File: config.mk
export PLATFORM = sky130hd
export DESIGN_NAME = bpcu_div
export DESIGN_NICKNAME = d
export VERILOG_FILES = /design/src/hdl/bpcu_div.sv
export SDC_FILE = /design/constraint.sdc
export NUM_CORES = 2
export LEC_CHECK = 0
export ABC_CLOCK_PERIOD_IN_PS = 3040
export BUFFER_PORTS_ARGS = -buffer_cell sky130_fd_sc_hd__buf_2
export CORE_ASPECT_RATIO = 1.2
export CORE_UTILIZATION = 45
export DETAILED_ROUTE_END_ITERATION = 8
export PLACE_DENSITY = 0.66
export RECOVER_POWER = 50
export SLEW_MARGIN = 30
export SYNTH_ARGS = -nofsm -noshare
export SYNTH_HDL_FRONTEND = slang
export SYNTH_SLANG_ARGS = --single-unit
File: constraint.sdc
create_clock -name clock -period 3.04 [get_ports clock]
set_clock_uncertainty 0.05 [all_clocks]
set_input_delay 0.912 -clock clock [delete_from_list [all_inputs] [get_ports clock]]
set_output_delay 0.912 -clock clock [all_outputs]
set_load 0.02 [all_outputs]
File: src/hdl/bpcu_div.sv
// ----------------------------------------------------------------------------
// Pipelined unsigned divider
// Restoring division, one quotient bit per register stage, with side data.
// ----------------------------------------------------------------------------
`default_nettype none

module bpcu_div #(
   parameter int NUM_W = 32,
   parameter int DEN_W = 17,
   parameter int TAG_W = 8
) (
   input  wire logic             clock,
   input  wire logic             reset,
   input  wire logic             in_valid,
   input  wire logic [NUM_W-1:0] in_num,
   input  wire logic [DEN_W-1:0] in_den,
   input  wire logic [TAG_W-1:0] in_tag,
   output logic                  out_valid,
   output logic [NUM_W-1:0]      out_quo,
   output logic [TAG_W-1:0]      out_tag
);

   logic             vld_s [NUM_W+1];
   logic [NUM_W-1:0] num_s [NUM_W+1];
   logic [DEN_W-1:0] den_s [NUM_W+1];
   logic [DEN_W-1:0] rem_s [NUM_W+1];
   logic [TAG_W-1:0] tag_s [NUM_W+1];

   assign vld_s[0] = in_valid;
   assign num_s[0] = in_num;
   assign den_s[0] = in_den;
   assign rem_s[0] = '0;
   assign tag_s[0] = in_tag;

   for (genvar k = 0; k < NUM_W; k++) begin : g_stage
      logic [DEN_W:0]   trial;
      logic [DEN_W:0]   diff;
      logic             fits;
      logic             vld_ff;
      logic [NUM_W-1:0] num_ff;
      logic [DEN_W-1:0] den_ff;
      logic [DEN_W-1:0] rem_ff;
      logic [TAG_W-1:0] tag_ff;

      // Shift in the next dividend bit and try the subtraction.
      assign trial = {rem_s[k], num_s[k][NUM_W-1]};
      assign diff  = trial - {1'b0, den_s[k]};
      assign fits  = (trial >= {1'b0, den_s[k]});

      always_ff @(posedge clock) begin
         if (reset) begin
            vld_ff <= 1'b0;
         end else begin
            vld_ff <= vld_s[k];
         end
      end

      // The dividend register fills with quotient bits from the bottom.
      always_ff @(posedge clock) begin
         num_ff <= {num_s[k][NUM_W-2:0], fits};
         rem_ff <= fits ? diff[DEN_W-1:0] : trial[DEN_W-1:0];
         den_ff <= den_s[k];
         tag_ff <= tag_s[k];
      end

      assign vld_s[k+1] = vld_ff;
      assign num_s[k+1] = num_ff;
      assign den_s[k+1] = den_ff;
      assign rem_s[k+1] = rem_ff;
      assign tag_s[k+1] = tag_ff;
   end

   assign out_valid = vld_s[NUM_W];
   assign out_quo   = num_s[NUM_W];
   assign out_tag   = tag_s[NUM_W];

endmodule

`default_nettype wire

==> summary.md <==
| Metric | Value |
|---|---|
| Hold Path Origin | `in_num[30]` |
| Site Rows | `167` |
| Critical Path, Cell by Cell | `inv_4, ha_4, inv_2, fa_2, a211oi_2, nor2_1, or2_1, a41o_1, o21ai_2, a21oi_2, a2111oi_4, buf_4, buf_12, mux2_4` |
| YS warnings | `0` |
| #FFs+latches synth | `2366` |
| Worst Hold Class | `in2reg` |
| Vias per cell | `4.80` |
| GR Util met2 | `between 20% and 30%` |
| Crit path max-delay family | `compound AO/OA/AOI/OAI gates` |
| Pwr Density | `1030 nW/um2` |
| Num ports | `a little over 100` |
| Ratio of cells with drive above 1 in the final layout | `16.2%` |
| Port bufs | `100` |
| RSZ-0062 raised after global routing | `yes` |
| Fillers | `14700` |
| Main flop type after synthesis | `dfxtp_1` |
| Chip Width | `383 um` |
| Gpl congestion | `0.861` |
| Layout area overhead | `17.6%` |
| Critical path type | `reg2reg` |
| Reg2Reg Depth | `14` |
| CP max stage delay | `around 400 ps` |
| DR iter-0 viols | `1771` |
| Critical path data required time | `3720 ps` |
| Synth unique cells | `80` |
| Final Max Slew Viols | `0` |
| Crit. End Element | `flip-flop` |
| DR pass1 iterations | `9` |
| Async S/R FF share, synth | `0%` |
| Top fanout value on the critical path | `5` |
| Reg2reg end | `g_stage[9].rem_ff[13]` |
| Gr busiest metal | `met2` |
| Mapped Avg Cell Area | `11.7 um2` |
| Reg-to-Reg Start | `g_stage[8].num_ff[31]` |
| Reg2reg setup slack | `-20 ps` |
| Commonest non-fill, non-tap cell in the layout | `dfxtp_1` |
| Area after DPL | `between 80000 and 90000 um2` |
| Root Buffer Master | `clkbuf_16` |
| DPL Wire Length | `98500 um` |
| Synth top area share | `60.4%` |
| Relative slew slack | `58.1%` |
| Core Area | `173000 um2` |
| CTS sink cnt | `2366` |
| Final hold violation count | `0` |
| Failing checks | `design-rule violations, negative setup slack` |
| Clock tree from TritonCTS | `yes` |
| Post-Route WL | `137000 um` |
| Syn_nets | `between 7000 and 8000` |
| Synthesized area | `78500 um2` |
| Peak VDD IR | `0.566 mV` |
| Arr. time, crit path | `roughly 3700 ps` |
| Max-Cap Viols | `0` |
| Critical Path Start Type | `flip-flop` |
| Via count | `approximately 46000` |
| Tcrit/Tclk final | `101%` |
| H-tree depth | `4` |
| Initial antenna violation count | `7` |
| Cells after Synth | `between 6000 and 7000` |
| Vias in the first global route | `46900` |
| Setup-failing EPs final | `7` |
| Final worst setup slack | `-20.2 ps` |
| All-Layer GR Usage | `15.4%` |
| F_max | `327 MHz` |
| Most frequent cells in the layout | `dfxtp_1, inv_1, ha_1, a21oi_1, mux2_2` |
| CTS Buffer Depth | `3` |
| Final Cell Area | `92300 um2` |
| Register area share after synthesis | `60.4%` |
| Clk pin slew, worst setup/hold paths | `70 ps` |
| Initial Utilization | `45.4%` |
| Slew @ Worst Pin | `623 ps` |
| End of the worst hold path | `g_stage[0].num_ff[31]` |
| Post-layout net count | `between 7000 and 8000` |
| DRC | `4` |
| Antenna Violating Nets Remaining | `0` |
| Met3 Use GR | `3.08%` |
| Clock Latency Late Sink | `~880 ps` |
| Post-synth top area cell | `dfxtp_1` |
| DIE HEIGHT | `459 um` |
| Status | `finished with violations` |
| Grt ovf | `0` |
| CP bufs+invs | `4` |
| Global-route wire length before repair | `223000 um` |
| Pleak | `41.8 nW` |
| Post-layout util | `~53%` |
| DR WL/cell | `between 10 and 15 um` |
| Clock buffer count from CTS | `approximately 220` |
| Crit path time final | `3060 ps` |
| EDFF count, synth | `0` |
| Pin count of the biggest net entering global routing | `33` |
| Met1 Use GR | `17.6%` |
| Die ar. | `roughly 180000 um2` |
| Critical-path top delay cell | `fa_2` |
| Hold path depth | `1` |
| Largest cells by area after synthesis | `dfxtp_1, ha_1, mux2_2, xnor2_1, inv_1` |
-- metrics by stage --
| step | setup WS [ps] | setup TNS [ps] | instances | hold WS [ps] | power (mW) |
|---|---|---|---|---|---|
| after detailed placement | -124 | -473 | 9167 | 262 | 65.3 |
| after global routing | -171 | -2060 | 9644 | 11.9 | 101 |
| after CTS | 3.05 | 0 | 9622 | 0.918 | 95.9 |
| after global placement | -32.4 | -32.4 | 9167 | 260 | 64.9 |
| after floorplan | -17.1 | -210 | 6716 | 260 | 58.4 |
| final | -20.2 | -95.5 | 9644 | 82.0 | 95.5 |
-- power breakdown --
part           leakage (nW)  switching (mW)  internal, mW
clock                  3.94            11.9          17.9
sequential             19.8            2.30          36.0
combinational          18.1            13.5          13.8
total                  41.8            27.8          67.7
-- flip-flops by register name, indices dropped and copies added, names as in the netlist --
name / count
g_stage.rem_ff: 527
g_stage.num_ff: 992
out_quo: 32
g_stage.tag_ff: 248
g_stage.den_ff: 527
out_valid: 1
out_tag: 8
g_stage.vld_ff: 31
-- repair_timing --
item                                    4_1_cts  5_1_grt
cloned                                        3        6
resized for setup                            26      102
hold endpoints to repair                      7        0
hold buffers                                  7        0
pin swaps                                    11       48
endpoints found under the setup margin      107      398
buffers inserted                             39       18
-- worst register-to-register path, cell delays in order, from the launching register on --
cell and delay, ps:
dfxtp_2 340, inv_4 60, ha_4 130, inv_2 40, fa_2 400, a211oi_2 240, nor2_1 90, or2_1 250
a41o_1 220, o21ai_2 140, a21oi_2 80, a2111oi_4 210, buf_4 220, buf_12 140, mux2_4 300
-- kinds of logic (layout without fill, tap and decap cells) --
family	Yosys count	count (layout)	share of synthesized area [%]
DFF	2366	2366	60.4
AOI/OAI and AO/OA	1279	1279	10.5
and+or+nand+nor	954	954	5.90
buffers and inverters	741	1387	3.61
adders and majority gates	559	559	9.20
xor gates and xnor gates	414	414	4.62
muxes	403	403	5.77
other	0	1	0
-- Yosys cell counts, types with 30 or more instances --
master,number
a211oi_1,45
a21oi_1,371
nor2_1,233
a21o_1,198
nand2b_1,46
nor3_1,93
nor2b_1,76
fa_1,30
nand3_1,59
nand4_1,75
clkbuf_1,46
nand2_1,248
inv_1,666
o21bai_1,78
a31oi_1,48
mux2i_1,31
dfxtp_1,2366
o21ai_0,259
xnor2_1,288
xor2_1,126
ha_1,529
mux2_2,356
o21a_1,50
-- how the worst max path moves through the flow --
stage	start	slack (ps)	depth (start not counted)	end
global route	g_stage[8].num_ff[31]	-170	14	g_stage[9].rem_ff[16]
global placement	g_stage[21].den_ff[1]	-30	11	g_stage[22].rem_ff[16]
CTS	g_stage[18].den_ff[0]	3	13	g_stage[19].rem_ff[2]
finish	g_stage[8].num_ff[31]	-20	14	g_stage[9].rem_ff[13]
floorplan	g_stage[15].num_ff[31]	-20	13	g_stage[16].rem_ff[10]
detailed placement	g_stage[21].den_ff[1]	-120	11	g_stage[22].rem_ff[16]
-- layout make-up --
cell class                 instances  area [um2]  share of cell area, %
inverter                         668        2510                   2.72
clock inverter                   123        2140                   2.32
clock buffer                     284        6080                   6.59
sequential                      2366       47400                   51.3
tap                             2281        2850                   3.09
antenna                            1        2.50                0.00271
timing repair buffer             312        2600                   2.82
multi-input combinational       3609       28700                   31.1
-- metal layers --
metal / part of all wire (%) / up-vias
met5: 0.028 / -
met4: 4.2 / 6
met3: 3.8 / 360
li1: - / 23800
met2: 49 / 747
met1: 43 / 21300
Power figures use the tool's default switching activity.
